**config.mk**
```make
export PLATFORM = sky130hd
export DESIGN_NAME = lru_key_value_cache_flat
export DESIGN_NICKNAME = d
export VERILOG_FILES = /design/src/rtl/lkv_pkg.sv /design/src/rtl/lkv_ifs.sv /design/src/rtl/lkv_store.sv /design/src/rtl/lkv_rank.sv /design/src/rtl/lkv_ctrl.sv /design/src/rtl/lru_key_value_cache.sv /design/src/flat_wrapper.sv
export SDC_FILE = /design/constraint.sdc
export NUM_CORES = 1
export LEC_CHECK = 0
export BUFFER_PORTS_ARGS = -buffer_cell sky130_fd_sc_hd__buf_4
export CAP_MARGIN = 20
export CORE_MARGIN = 2
export CORE_UTILIZATION = 41
export DETAILED_ROUTE_END_ITERATION = 12
export RECOVER_POWER = 25
export SLEW_MARGIN = 20
export SYNTH_ARGS = -nofsm -noshare
export SYNTH_HDL_FRONTEND = slang
export SYNTH_HIERARCHICAL = 1
export SYNTH_SLANG_ARGS = --single-unit
export TNS_END_PERCENT = 30
```
**constraint.sdc**
```tcl
create_clock -name clk -period 5.3 [get_ports clk]
set_input_delay 0.53 -clock clk [delete_from_list [all_inputs] [get_ports clk]]
set_output_delay 0.53 -clock clk [all_outputs]
set_load 0.01 [all_outputs]
```
**src/rtl/lkv_pkg.sv**
```systemverilog
// ----------------------------------------------------------------------------
// lkv_pkg: shared definitions for the LRU key-value cache
// Sizes, codes, state encoding and the command structs passed between the
// sequencer, the key/value store and the recency tracker.
// ----------------------------------------------------------------------------
package lkv_pkg;

  // Number of cache slots.
  localparam int ENTRIES = 16;
  // Slot index width; one bit at least so a single-slot cache still elaborates.
  localparam int IDX_W   = (ENTRIES > 1) ? $clog2(ENTRIES) : 1;
  // Fill count width; it must hold ENTRIES itself.
  localparam int CNT_W   = $clog2(ENTRIES + 1);
  localparam int DATA_W  = 32;
  localparam int CAP_W   = 5;

  localparam logic [CAP_W-1:0]  CAP_RESET  = CAP_W'(16);
  localparam logic [DATA_W-1:0] MISS_VALUE = '1;
  localparam logic [DATA_W-1:0] PUT_VALUE  = '0;

  typedef logic [IDX_W-1:0]  idx_t;
  typedef logic [DATA_W-1:0] word_t;
  typedef logic [CNT_W-1:0]  count_t;

  typedef enum logic {
    OP_GET = 1'b0,
    OP_PUT = 1'b1
  } opcode_t;

  typedef enum logic [1:0] {
    RK_NONE,
    RK_PROMOTE,
    RK_INSERT
  } rank_op_t;

  // Recency update: promote ages the entries more recent than limit,
  // insert ages every valid entry and marks the slot valid.
  typedef struct packed {
    rank_op_t op;
    idx_t     slot;
    idx_t     limit;
  } rank_cmd_t;

  // One access of the key/value memories per cycle.
  typedef struct packed {
    logic  rd_en;
    logic  wr_key;
    logic  wr_val;
    idx_t  addr;
    word_t key;
    word_t value;
  } store_cmd_t;

  typedef enum logic [2:0] {
    S_IDLE,
    S_READ,
    S_CMP,
    S_UPDATE,
    S_DONE
  } state_t;

endpackage

```
**src/rtl/lkv_ifs.sv**
```systemverilog
// ----------------------------------------------------------------------------
// lkv_ifs: handshake channels of the LRU key-value cache
// Request, response and configuration channels, each with valid and ready.
// ----------------------------------------------------------------------------
interface lkv_req_if;
  import lkv_pkg::*;
  logic                     valid;
  logic                     ready;
  logic                     opcode;
  logic signed [DATA_W-1:0] lookup_key;
  logic signed [DATA_W-1:0] write_value;

  modport source (output valid, output opcode, output lookup_key, output write_value,
                  input ready);
  modport sink   (input valid, input opcode, input lookup_key, input write_value,
                  output ready);
endinterface

interface lkv_rsp_if;
  import lkv_pkg::*;
  logic                     valid;
  logic                     ready;
  logic                     hit;
  logic signed [DATA_W-1:0] read_value;
  logic                     evicted;

  modport source (output valid, output hit, output read_value, output evicted,
                  input ready);
  modport sink   (input valid, input hit, input read_value, input evicted,
                  output ready);
endinterface

interface lkv_cfg_if;
  import lkv_pkg::*;
  logic             valid;
  logic             ready;
  logic [CAP_W-1:0] data;

  modport source (output valid, output data, input ready);
  modport sink   (input valid, input data, output ready);
endinterface

```
**src/rtl/lkv_store.sv**
```systemverilog
// ----------------------------------------------------------------------------
// lkv_store: key and value memories
// One address per cycle; writes and registered reads share that address.
// ----------------------------------------------------------------------------
module lkv_store (
  input  logic                clk,
  input  lkv_pkg::store_cmd_t cmd,
  output lkv_pkg::word_t      rd_key,
  output lkv_pkg::word_t      rd_value
);
  import lkv_pkg::*;

  word_t key_mem [ENTRIES];
  word_t val_mem [ENTRIES];
  word_t rd_key_r;
  word_t rd_value_r;

  // Memory write and registered read.
  always_ff @(posedge clk) begin
    if (cmd.wr_key) begin
      key_mem[cmd.addr] <= cmd.key;
    end
    if (cmd.wr_val) begin
      val_mem[cmd.addr] <= cmd.value;
    end
    if (cmd.rd_en) begin
      rd_key_r   <= key_mem[cmd.addr];
      rd_value_r <= val_mem[cmd.addr];
    end
  end

  assign rd_key   = rd_key_r;
  assign rd_value = rd_value_r;

endmodule

```
**src/rtl/lkv_rank.sv**
```systemverilog
// ----------------------------------------------------------------------------
// lkv_rank: valid marks, recency ranks and fill count
// Rank 0 is the most recent entry; all ranks age together.
// ----------------------------------------------------------------------------
module lkv_rank (
  input  logic                clk,
  input  logic                rst_n,
  input  lkv_pkg::rank_cmd_t  cmd,
  output logic [lkv_pkg::ENTRIES-1:0] valid_vec,
  output lkv_pkg::idx_t       ranks [lkv_pkg::ENTRIES],
  output lkv_pkg::count_t     fill
);
  import lkv_pkg::*;

  logic [ENTRIES-1:0] valid_r, valid_nxt;
  idx_t               rank_r   [ENTRIES];
  idx_t               rank_nxt [ENTRIES];
  count_t             fill_r, fill_nxt;

  // Age the entries more recent than the target (all valid ones on an insert),
  // then make the target the most recent; an insert also marks it valid.
  always_comb begin
    valid_nxt = valid_r;
    rank_nxt  = rank_r;
    fill_nxt  = fill_r;
    case (cmd.op)
      RK_PROMOTE, RK_INSERT: begin
        for (int i = 0; i < ENTRIES; i++) begin
          if (idx_t'(i) != cmd.slot && valid_r[i] &&
              (cmd.op == RK_INSERT || rank_r[i] < cmd.limit)) begin
            rank_nxt[i] = rank_r[i] + 1'b1;
          end
        end
        rank_nxt[cmd.slot] = '0;
        if (cmd.op == RK_INSERT) begin
          valid_nxt[cmd.slot] = 1'b1;
          fill_nxt            = fill_r + 1'b1;
        end
      end
      default: begin
      end
    endcase
  end

  always_ff @(posedge clk) begin
    if (!rst_n) begin
      valid_r <= '0;
      fill_r  <= '0;
      for (int i = 0; i < ENTRIES; i++) begin
        rank_r[i] <= '0;
      end
    end else begin
      valid_r <= valid_nxt;
      fill_r  <= fill_nxt;
      rank_r  <= rank_nxt;
    end
  end

  assign valid_vec = valid_r;
  assign ranks     = rank_r;
  assign fill      = fill_r;

endmodule

```
**src/rtl/lkv_ctrl.sv**
```systemverilog
// ----------------------------------------------------------------------------
// lkv_ctrl: lookup sequencer
// Scans each slot in turn (read state, then compare state) through a single
// key and rank compare, then applies the get or put and holds the result item.
// ----------------------------------------------------------------------------
module lkv_ctrl (
  input  logic                clk,
  input  logic                rst_n,
  lkv_req_if.sink             in_if,
  lkv_rsp_if.source           out_if,
  input  lkv_pkg::count_t     eff_cap,
  input  logic [lkv_pkg::ENTRIES-1:0] valid_vec,
  input  lkv_pkg::idx_t       ranks [lkv_pkg::ENTRIES],
  input  lkv_pkg::count_t     fill,
  input  lkv_pkg::word_t      rd_key,
  input  lkv_pkg::word_t      rd_value,
  output lkv_pkg::store_cmd_t store_cmd,
  output lkv_pkg::rank_cmd_t  rank_cmd
);
  import lkv_pkg::*;

  localparam idx_t LAST_IDX = idx_t'(ENTRIES - 1);

  state_t  state_r, state_nxt;
  idx_t    idx_r;
  opcode_t op_r;
  word_t   key_r;
  word_t   val_r;

  logic    found_r;
  idx_t    found_idx_r;
  idx_t    found_rank_r;
  word_t   found_val_r;
  logic    free_r;
  idx_t    free_idx_r;
  logic    vict_r;
  idx_t    vict_idx_r;
  idx_t    best_r;

  logic    res_hit_r, res_ev_r;
  word_t   res_rd_r;
  logic    res_hit_nxt, res_ev_nxt;
  word_t   res_rd_nxt;

  logic    out_valid_r;
  logic    out_hit_r, out_ev_r;
  word_t   out_rd_r;

  logic    in_ready;
  logic    accept;
  logic    res_load;
  logic    out_load;

  logic    cur_valid;
  idx_t    cur_rank;
  logic    cur_match;

  assign accept    = in_if.valid && in_ready;
  assign cur_valid = valid_vec[idx_r];
  assign cur_rank  = ranks[idx_r];
  assign cur_match = cur_valid && (rd_key == key_r);

  // Next state.
  always_comb begin
    state_nxt = state_r;
    case (state_r)
      S_IDLE:   if (in_if.valid) state_nxt = S_READ;
      S_READ:   state_nxt = S_CMP;
      S_CMP:    state_nxt = (idx_r == LAST_IDX) ? S_UPDATE : S_READ;
      S_UPDATE: state_nxt = S_DONE;
      S_DONE:   if (!out_valid_r || out_if.ready) state_nxt = S_IDLE;
      default:  state_nxt = S_IDLE;
    endcase
  end

  // Outputs of the sequencer: memory access, recency update, result.
  always_comb begin
    in_ready        = 1'b0;
    res_load        = 1'b0;
    out_load        = 1'b0;
    store_cmd       = '0;
    store_cmd.key   = key_r;
    store_cmd.value = val_r;
    rank_cmd        = '0;
    rank_cmd.op     = RK_NONE;
    res_hit_nxt     = 1'b0;
    res_ev_nxt      = 1'b0;
    res_rd_nxt      = PUT_VALUE;
    case (state_r)
      S_IDLE: begin
        in_ready = 1'b1;
      end
      S_READ: begin
        store_cmd.rd_en = 1'b1;
        store_cmd.addr  = idx_r;
      end
      S_UPDATE: begin
        res_load = 1'b1;
        if (op_r == OP_GET) begin
          if (found_r) begin
            res_hit_nxt    = 1'b1;
            res_rd_nxt     = found_val_r;
            rank_cmd.op    = RK_PROMOTE;
            rank_cmd.slot  = found_idx_r;
            rank_cmd.limit = found_rank_r;
          end else begin
            res_rd_nxt = MISS_VALUE;
          end
        end else if (found_r) begin
          // Update of a present key.
          res_hit_nxt      = 1'b1;
          store_cmd.wr_val = 1'b1;
          store_cmd.addr   = found_idx_r;
          rank_cmd.op      = RK_PROMOTE;
          rank_cmd.slot    = found_idx_r;
          rank_cmd.limit   = found_rank_r;
        end else if (fill < eff_cap) begin
          // Room left: fill the lowest free slot.
          if (free_r) begin
            store_cmd.wr_key = 1'b1;
            store_cmd.wr_val = 1'b1;
            store_cmd.addr   = free_idx_r;
            rank_cmd.op      = RK_INSERT;
            rank_cmd.slot    = free_idx_r;
          end
        end else if (vict_r) begin
          // Full: replace the least recent entry.
          res_ev_nxt       = 1'b1;
          store_cmd.wr_key = 1'b1;
          store_cmd.wr_val = 1'b1;
          store_cmd.addr   = vict_idx_r;
          rank_cmd.op      = RK_PROMOTE;
          rank_cmd.slot    = vict_idx_r;
          rank_cmd.limit   = best_r;
        end
      end
      S_DONE: begin
        out_load = !out_valid_r || out_if.ready;
      end
      default: begin
      end
    endcase
  end

  always_ff @(posedge clk) begin
    if (!rst_n) begin
      state_r <= S_IDLE;
    end else begin
      state_r <= state_nxt;
    end
  end

  // Request capture and the per-slot scan.
  always_ff @(posedge clk) begin
    if (accept) begin
      op_r    <= opcode_t'(in_if.opcode);
      key_r   <= $unsigned(in_if.lookup_key);
      val_r   <= $unsigned(in_if.write_value);
      idx_r   <= '0;
      found_r <= 1'b0;
      free_r  <= 1'b0;
      vict_r  <= 1'b0;
    end else if (state_r == S_CMP) begin
      idx_r <= idx_r + 1'b1;
      if (cur_match && !found_r) begin
        found_r      <= 1'b1;
        found_idx_r  <= idx_r;
        found_rank_r <= cur_rank;
        found_val_r  <= rd_value;
      end
      if (!cur_valid && !free_r) begin
        free_r     <= 1'b1;
        free_idx_r <= idx_r;
      end
      if (cur_valid && (!vict_r || cur_rank > best_r)) begin
        vict_r     <= 1'b1;
        vict_idx_r <= idx_r;
        best_r     <= cur_rank;
      end
    end
  end

  // Pending result, then the output register.
  always_ff @(posedge clk) begin
    if (res_load) begin
      res_hit_r <= res_hit_nxt;
      res_rd_r  <= res_rd_nxt;
      res_ev_r  <= res_ev_nxt;
    end
    if (out_load) begin
      out_hit_r <= res_hit_r;
      out_rd_r  <= res_rd_r;
      out_ev_r  <= res_ev_r;
    end
  end

  always_ff @(posedge clk) begin
    if (!rst_n) begin
      out_valid_r <= 1'b0;
    end else if (out_load) begin
      out_valid_r <= 1'b1;
    end else if (out_if.ready) begin
      out_valid_r <= 1'b0;
    end
  end

  assign in_if.ready       = in_ready;
  assign out_if.valid      = out_valid_r;
  assign out_if.hit        = out_hit_r;
  assign out_if.read_value = $signed(out_rd_r);
  assign out_if.evicted    = out_ev_r;

endmodule

```
**src/rtl/lru_key_value_cache.sv**
```systemverilog
// ----------------------------------------------------------------------------
// lru_key_value_cache: fully associative key-value cache with LRU replacement
// Top level: capacity register, store, recency tracker and sequencer.
// ----------------------------------------------------------------------------
// Request items are taken one at a time; the next is accepted only once the
// sequencer is back in idle: it scans the slots one at a time through the
// single read port of the key/value memory, a read state and a compare state
// per slot, then applies the update in the update state and loads the
// response register in the done state. The response waits in its register
// while the next request is taken; a response that is still not taken when
// the next one is ready holds the sequencer until it leaves. Valid marks,
// ranks and the fill count clear at reset; no clearing pass is needed. The
// capacity register reads 0 as 1 and saturates at the slot count, and may be
// written only while no request is in flight.
module lru_key_value_cache (
  input  logic      clk,
  input  logic      rst_n,
  lkv_req_if.sink   in_if,
  lkv_rsp_if.source out_if,
  lkv_cfg_if.sink   cfg_if
);
  import lkv_pkg::*;

  logic [CAP_W-1:0]   cap_r;
  count_t             eff_cap;
  store_cmd_t         store_cmd;
  rank_cmd_t          rank_cmd;
  word_t              rd_key;
  word_t              rd_value;
  logic [ENTRIES-1:0] valid_vec;
  idx_t               ranks [ENTRIES];
  count_t             fill;

  // Capacity register.
  assign cfg_if.ready = 1'b1;

  always_ff @(posedge clk) begin
    if (!rst_n) begin
      cap_r <= CAP_RESET;
    end else if (cfg_if.valid) begin
      cap_r <= cfg_if.data;
    end
  end

  // Effective capacity: zero reads as one, large values clamp to the slot count.
  always_comb begin
    if (cap_r == '0) begin
      eff_cap = count_t'(1);
    end else if (32'(cap_r) > 32'(ENTRIES)) begin
      eff_cap = count_t'(ENTRIES);
    end else begin
      eff_cap = count_t'(cap_r);
    end
  end

  lkv_store u_store (
    .clk      (clk),
    .cmd      (store_cmd),
    .rd_key   (rd_key),
    .rd_value (rd_value)
  );

  lkv_rank u_rank (
    .clk       (clk),
    .rst_n     (rst_n),
    .cmd       (rank_cmd),
    .valid_vec (valid_vec),
    .ranks     (ranks),
    .fill      (fill)
  );

  lkv_ctrl u_ctrl (
    .clk       (clk),
    .rst_n     (rst_n),
    .in_if     (in_if),
    .out_if    (out_if),
    .eff_cap   (eff_cap),
    .valid_vec (valid_vec),
    .ranks     (ranks),
    .fill      (fill),
    .rd_key    (rd_key),
    .rd_value  (rd_value),
    .store_cmd (store_cmd),
    .rank_cmd  (rank_cmd)
  );

  // The fill count always matches the number of valid slots.
  a_fill_matches_valid: assert property (@(posedge clk) disable iff (!rst_n)
    $countones(valid_vec) == 32'(fill))
    else $error("fill count differs from number of valid slots");

  // A response never reports both a hit and an eviction.
  a_hit_excludes_evict: assert property (@(posedge clk) disable iff (!rst_n)
    out_if.valid |-> !(out_if.hit && out_if.evicted))
    else $error("response carries both hit and evicted");

  // Once a request item is taken, the next one waits for the scan.
  a_busy_after_accept: assert property (@(posedge clk) disable iff (!rst_n)
    (in_if.valid && in_if.ready) |=> !in_if.ready)
    else $error("request taken while a lookup is in progress");

  // Inserts never push the fill count past the slot count.
  a_fill_bounded: assert property (@(posedge clk) disable iff (!rst_n)
    32'(fill) <= 32'(ENTRIES))
    else $error("fill count exceeds slot count");

endmodule

```
**src/flat_wrapper.sv**
```systemverilog
// flat-port wrapper written by rule: the top's interface ports become plain ports
module lru_key_value_cache_flat import lkv_pkg::*;
  (clk, rst_n, in_if_valid, in_if_opcode, in_if_lookup_key, in_if_write_value, in_if_ready, out_if_valid, out_if_hit, out_if_read_value, out_if_evicted, out_if_ready, cfg_if_valid, cfg_if_data, cfg_if_ready);
  lkv_req_if in_if_i ();
  lkv_rsp_if out_if_i ();
  lkv_cfg_if cfg_if_i ();
  input  logic clk;
  input  logic rst_n;
  input wire logic [$bits(in_if_i.valid)-1:0] in_if_valid;
  input wire logic [$bits(in_if_i.opcode)-1:0] in_if_opcode;
  input wire logic [$bits(in_if_i.lookup_key)-1:0] in_if_lookup_key;
  input wire logic [$bits(in_if_i.write_value)-1:0] in_if_write_value;
  output wire logic [$bits(in_if_i.ready)-1:0] in_if_ready;
  output wire logic [$bits(out_if_i.valid)-1:0] out_if_valid;
  output wire logic [$bits(out_if_i.hit)-1:0] out_if_hit;
  output wire logic [$bits(out_if_i.read_value)-1:0] out_if_read_value;
  output wire logic [$bits(out_if_i.evicted)-1:0] out_if_evicted;
  input wire logic [$bits(out_if_i.ready)-1:0] out_if_ready;
  input wire logic [$bits(cfg_if_i.valid)-1:0] cfg_if_valid;
  input wire logic [$bits(cfg_if_i.data)-1:0] cfg_if_data;
  output wire logic [$bits(cfg_if_i.ready)-1:0] cfg_if_ready;
  assign in_if_i.valid = in_if_valid;
  assign in_if_i.opcode = in_if_opcode;
  assign in_if_i.lookup_key = in_if_lookup_key;
  assign in_if_i.write_value = in_if_write_value;
  assign in_if_ready = in_if_i.ready;
  assign out_if_valid = out_if_i.valid;
  assign out_if_hit = out_if_i.hit;
  assign out_if_read_value = out_if_i.read_value;
  assign out_if_evicted = out_if_i.evicted;
  assign out_if_i.ready = out_if_ready;
  assign cfg_if_i.valid = cfg_if_valid;
  assign cfg_if_i.data = cfg_if_data;
  assign cfg_if_ready = cfg_if_i.ready;
  lru_key_value_cache u_core (.clk(clk), .rst_n(rst_n), .in_if(in_if_i), .out_if(out_if_i), .cfg_if(cfg_if_i));
endmodule
```
==> Word-level counts from Yosys, hierarchy flattened <==
Memories as Yosys holds them, arrays and structs flattened. A register that Yosys moved wholly into a read port is not among the register bits.
Cells that the tools add are included.
{ "classes": {"n_addsub": 18, "mul": 0, "div": 0, "magnitude_cmp": 25, "n_eq_ne": 25, "shift": 0, "n_mux": 76, "n_bitwise": 8, "reduce_logical": 77} }
{ "ops": {"columns": ["cell", "count"], "rows": [
  ["$mux 4", 36],
  ["$add 4x1->4 const B", 17],
  ["$and 64x64->64", 1],
  ["$lt 4x4->1", 16],
  ["$not 64->64", 1],
  ["$logic_and 1x1->1", 39],
  ["$mux 6", 6],
  ["$eq 32x32->1", 1],
  ["$mux 32", 1],
  ["$ne 4x4->1 const A", 8],
  ["$mux 10", 3],
  ["$logic_or 1x1->1", 18],
  ["$mux 9", 2],
  ["$bmux 4 s4", 1],
  ["$demux 4 s4", 1],
  ["$ne 3x4->1 const A", 4],
  ["$or 16x16->16", 1],
  ["$mux 1", 15],
  ["$mux 5", 3],
  ["$pmux 3 s5", 1],
  ["$ge 5x5->1 const B", 2],
  ["$lt 4x5->1 const B", 2],
  ["$not 4->5", 2],
  ["$reduce_and 2->1", 5],
  ["29 further kinds", 43]
]} }
{ "totals": {"ff_bits": 286, "latch_bits": 0, "mem_bits_rw": 1024, "romBits": 0, "input_bits": 75, "output_inout_bits": 37, "memories": 2} }
{ "mem_list": {"columns": ["name", "depth", "word_bits", "rd", "rd_clocked_by_memory_dff", "write_ports", "line", "source"], "rows": [
  ["u_core.u_store.key_mem", 16, 32, 1, 1, 1, "lkv_store.sv:13", "word_t key_mem [ENTRIES];"],
  ["u_core.u_store.val_mem", 16, 32, 1, 1, 1, "lkv_store.sv:14", "word_t val_mem [ENTRIES];"]
]} }

==> Longest topological paths before layout <==
{ "depth": {"word_depth": 15, "ltp_mapped": 17, "ltp_nobuf": 16} }

==> Hierarchy <==
The synthesis kept the hierarchy.
{ "by_module_without_submodules": {"columns": ["module", "n_inst", "cells_per_inst", "area_each_um2"], "rows": [
  ["lkv_store", 1, 1673, 40258.6],
  ["lkv_ctrl", 1, 480, 7850.0],
  ["lkv_rank", 1, 688, 5577.8],
  ["lru_key_value_cache", 1, 25, 232.7]
]} }

==> Worst setup path after synthesis <==
OpenSTA, ideal clock, no wires.
{ "synth_path": {"kind": "reg2reg", "from": "register u_core.u_ctrl.state_r[2]", "to": "memory u_core/u_store/key_mem[11][0] in the netlist's numbering, enable pin", "arrival_ns": 5.297, "t_required_ns": 4.879, "slack_ns": -0.419, "stages_incl_launch_ff": 8, "path_buffers": 1, "synth_period_minus_slack_ns": 5.719, "path_cell_list": "dfxtp_1 -> nand2b_1 -> nor2_1 -> nand2_1 -> nand3_1 -> nand2b_1 -> buf_1 -> nor2_1"} }
{ "synth_lines": {"columns": ["item", "line", "source"], "rows": [
  ["from (decl)", "lkv_ctrl.sv:24", "state_t state_r, state_nxt;"],
  ["from (signal assigned)", "lkv_ctrl.sv:149", "state_r <= state_nxt;"],
  ["to (decl)", "lkv_store.sv:13", null]
]} }

==> results_dict.tcl <==
set metrics [dict create \
    outcome "finished clean" \
    holdCritStartpoint "cfg_if_data[3]" \
    skew_ps 23.6 \
    path_max_fanout 22 \
    cpLargestDelayFamily "simple AND/OR/NAND/NOR gates" \
    power.density_mw_per_mm2 358 \
    endpoint_kind "flop" \
    drv_cap 0 \
    htreeDepth 4 \
    min_period_ps 4770 \
    final_cell_mix "edfxtp_1, mux4_2, nand2_1, clkbuf_16, a22oi_1" \
    design_area_sq_mm 0.0628 \
    fillers 10700 \
    layout_commonest_cell "edfxtp_1" \
    clkSinkCount 1374 \
    antenna_left 0 \
    cp.arrival_ps 5220 \
    avgSynthCellArea_sq_um 18.8 \
    antenna_found_initial 1 \
    holdCritPathClass "in -> reg" \
    syn-num-nets 3017 \
    fmax_mhz 209 \
    cts_root_buffer "clkbuf_16" \
    syn-instance-count 2866 \
    grt_busiest_layer "met2" \
    worstMarginPinSlew_ps 1130 \
    power.leakage_nw 20.2 \
    cp_data_required_time_ps 5750 \
    setup.worst_path.class "reg -> reg" \
    grt_pass1_vias 29500 \
    hold-path-endpoint "u_core/cap_r[3]$_SDFFE_PN0P_" \
    core-area_sq_mm 0.131 \
    clk_pin_slew_ps 60 \
    synth_edf_count 1273 \
    slew_violations 0 \
    drt_iter0_markers 2917 \
    worst_r2r_path_depth 12 \
    critPathMaxStageDelay_ps 790 \
    fin_tns_setup_ps 0 \
    cts_tree "built" \
    rrSetupSlack_ps 530 \
    die_y_microns 367 \
    via_per_inst 5.70 \
    use_met3 0.0320 \
    critPathBufInv 2 \
    rows 133 \
    grt_use_total 0.192 \
    gp_congestion 0.815 \
    ir_drop_mv 0.291 \
    io_pins 112 \
    final_layout_size_suffix_gt1_frac 0.222 \
    hold_viol 0 \
    cts_made_buffers 144 \
    hold_depth 3 \
    grt.met2_usage 0.319 \
    overflow 0 \
    ys_warn_count 6 \
    crit_slowest_cell "nand2b_1" \
    grt_pass1_wl_microns 193000 \
    rsz0062_at_grt "false" \
    met1_usage 0.266 \
    wl_microns 129000 \
    path_cells "nor2b_1 -> inv_1 -> ha_1 -> a21o_1 -> a31oi_1 -> o21ai_1 -> and3_1 -> o21ai_0 -> a21oi_1 -> nand2b_1 -> nor2_4 -> buf_12" \
    relSlewSlack 0.246 \
    die_w_microns 367 \
    dp_hpwl_microns 73400 \
    ys.flop_type "edfxtp_1" \
    io_buffers 110 \
    async_flop_share 0 \
    cp.depth 12 \
    clockBufferDepth 3 \
    ys_ff_latch 1374 \
    crit_path_start_kind "flop" \
    n_antenna_cell 0 \
    vias 28600 \
    fin_nets 3295 \
    drc 0 \
    synth-seq-area-share 0.746 \
    dpl-instance-area_sq_mm 0.0575 \
    clk_latency_ps 780 \
    wl_per_cell_microns 25.7 \
    area_growth_pct 16.4 \
    grt_max_degree 88 \
    finalCritPeriodShare 0.901 \
    r2r_start "u_core/cap_r[2]$_SDFFE_PN0P_" \
    netlist_area_sq_mm 0.0539 \
    start_util 0.412 \
    setup_viol 0 \
    dieArea_sq_mm 0.134 \
    drt_pass1_iterations 7 \
    timing.rr.end "u_core/u_store/key_mem[4][20]$_DFFE_PP_" \
    synth_cell_types 74 \
]
-- repair_timing --
item,in CTS,in global routing
hold endpoints to repair,68,0
resized for setup,0,0
setup buffers,0,0
hold buffers,69,0
-- report_power, final --
part           total (mW)  switching [mW]  internal (mW)  leakage, nW
sequential           12.1           0.177           11.9         12.4
combinational       0.591           0.310          0.281         5.56
clock                9.74            4.23           5.51         2.21
-- Yosys cell counts (all sizes together) (63+ instances only) --
cell type	instances	area (sq um)
clkbuf	71	267
o21ai	63	315
mux4	279	6320
inv	65	244
dfxtp	101	2020
edfxtp	1273	38200
buf	68	383
a21oi	84	420
nand2	150	563
ha	76	951
nor2	133	507
a22oi	131	983
-- worst max-delay path by stage --
stage,start,to
floorplan,u_core/u_ctrl/state_r[1]$_SDFFE_PN0P_,u_core/u_store/val_mem[10][0]$_DFFE_PP_
global placement,u_core/cap_r[2]$_SDFFE_PN0P_,u_core/u_store/val_mem[2][23]$_DFFE_PP_
detailed placement,u_core/cap_r[2]$_SDFFE_PN0P_,u_core/u_store/val_mem[1][25]$_DFFE_PP_
CTS,u_core/cap_r[2]$_SDFFE_PN0P_,u_core/u_store/val_mem[1][24]$_DFFE_PP_
global route,u_core/cap_r[2]$_SDFFE_PN0P_,u_core/u_rank/ranks[28]$_SDFFE_PN0P_
finish,u_core/cap_r[2]$_SDFFE_PN0P_,u_core/u_store/key_mem[4][20]$_DFFE_PP_
-- worst register-to-register path: stages, from the launching register on --
cell and delay [ps]:
dfxtp_1 360, nor2b_1 160, inv_1 60, ha_1 300, a21o_1 120, a31oi_1 50, o21ai_1 540, and3_1 240
o21ai_0 130, a21oi_1 650, nand2b_1 790, nor2_4 750, buf_12 300
-- cell type report --
type | instances | area (sq um) | share of cell area
repair buffers | 271 | 2410 | 0.0384
well taps | 1755 | 2200 | 0.0350
flip-flops and latches | 1374 | 40300 | 0.641
multi-input cells | 1287 | 13100 | 0.209
clock buffers | 178 | 3760 | 0.0599
inverters | 66 | 250 | 0.00399
clock inverters | 83 | 802 | 0.0128
-- cells by family after synthesis --
kind of cell / Yosys count / synth area share
AO/OA/AOI/OAI: 386 / 0.0484
XOR/XNOR: 39 / 0.00634
adder cells (fa/ha/maj): 76 / 0.0176
buffers and inverters: 205 / 0.0166
flip-flops: 1374 / 0.746
multiplexers: 297 / 0.121
other: 1 / 0.0000695
AND/OR/NAND/NOR: 488 / 0.0437
-- sequential cells by signal, summed over array words and instances, names as in the netlist, 5 cells and up --
name / cells
u_core/u_rank/valid_vec: 16
u_core/u_rank/fill: 5
u_core/u_store/rd_value: 32
u_core/u_ctrl/val_r: 32
u_core/cap_r: 5
u_core/u_ctrl/key_r: 32
u_core/u_store/key_mem: 512
u_core/u_rank/ranks: 64
u_core/u_ctrl/res_rd_r: 32
u_core/u_store/val_mem: 512
u_core/u_store/rd_key: 32
u_core/u_ctrl/found_val_r: 32
u_core/u_ctrl/out_if.read_value: 32
-- per-stage QoR --
step	power, mW	cells	util	hold WS, ps	setup WS, ps
floorplan	12.6	2866	-	400	34.1
global placement	12.9	4683	0.439	402	505
detailed placement	12.9	4683	0.439	405	582
CTS	22.7	5013	0.479	3.01	526
global route	23.2	5014	0.479	52.7	238
finish	22.5	5014	0.479	73.4	526
-- routing by layer --
layer,up-vias,wire length (microns)
li1,12200,-
met1,15200,55100
met2,1001,64400
met3,176,7320
met4,0,2210
met5,-,0
Power figures use the tool's default switching activity.
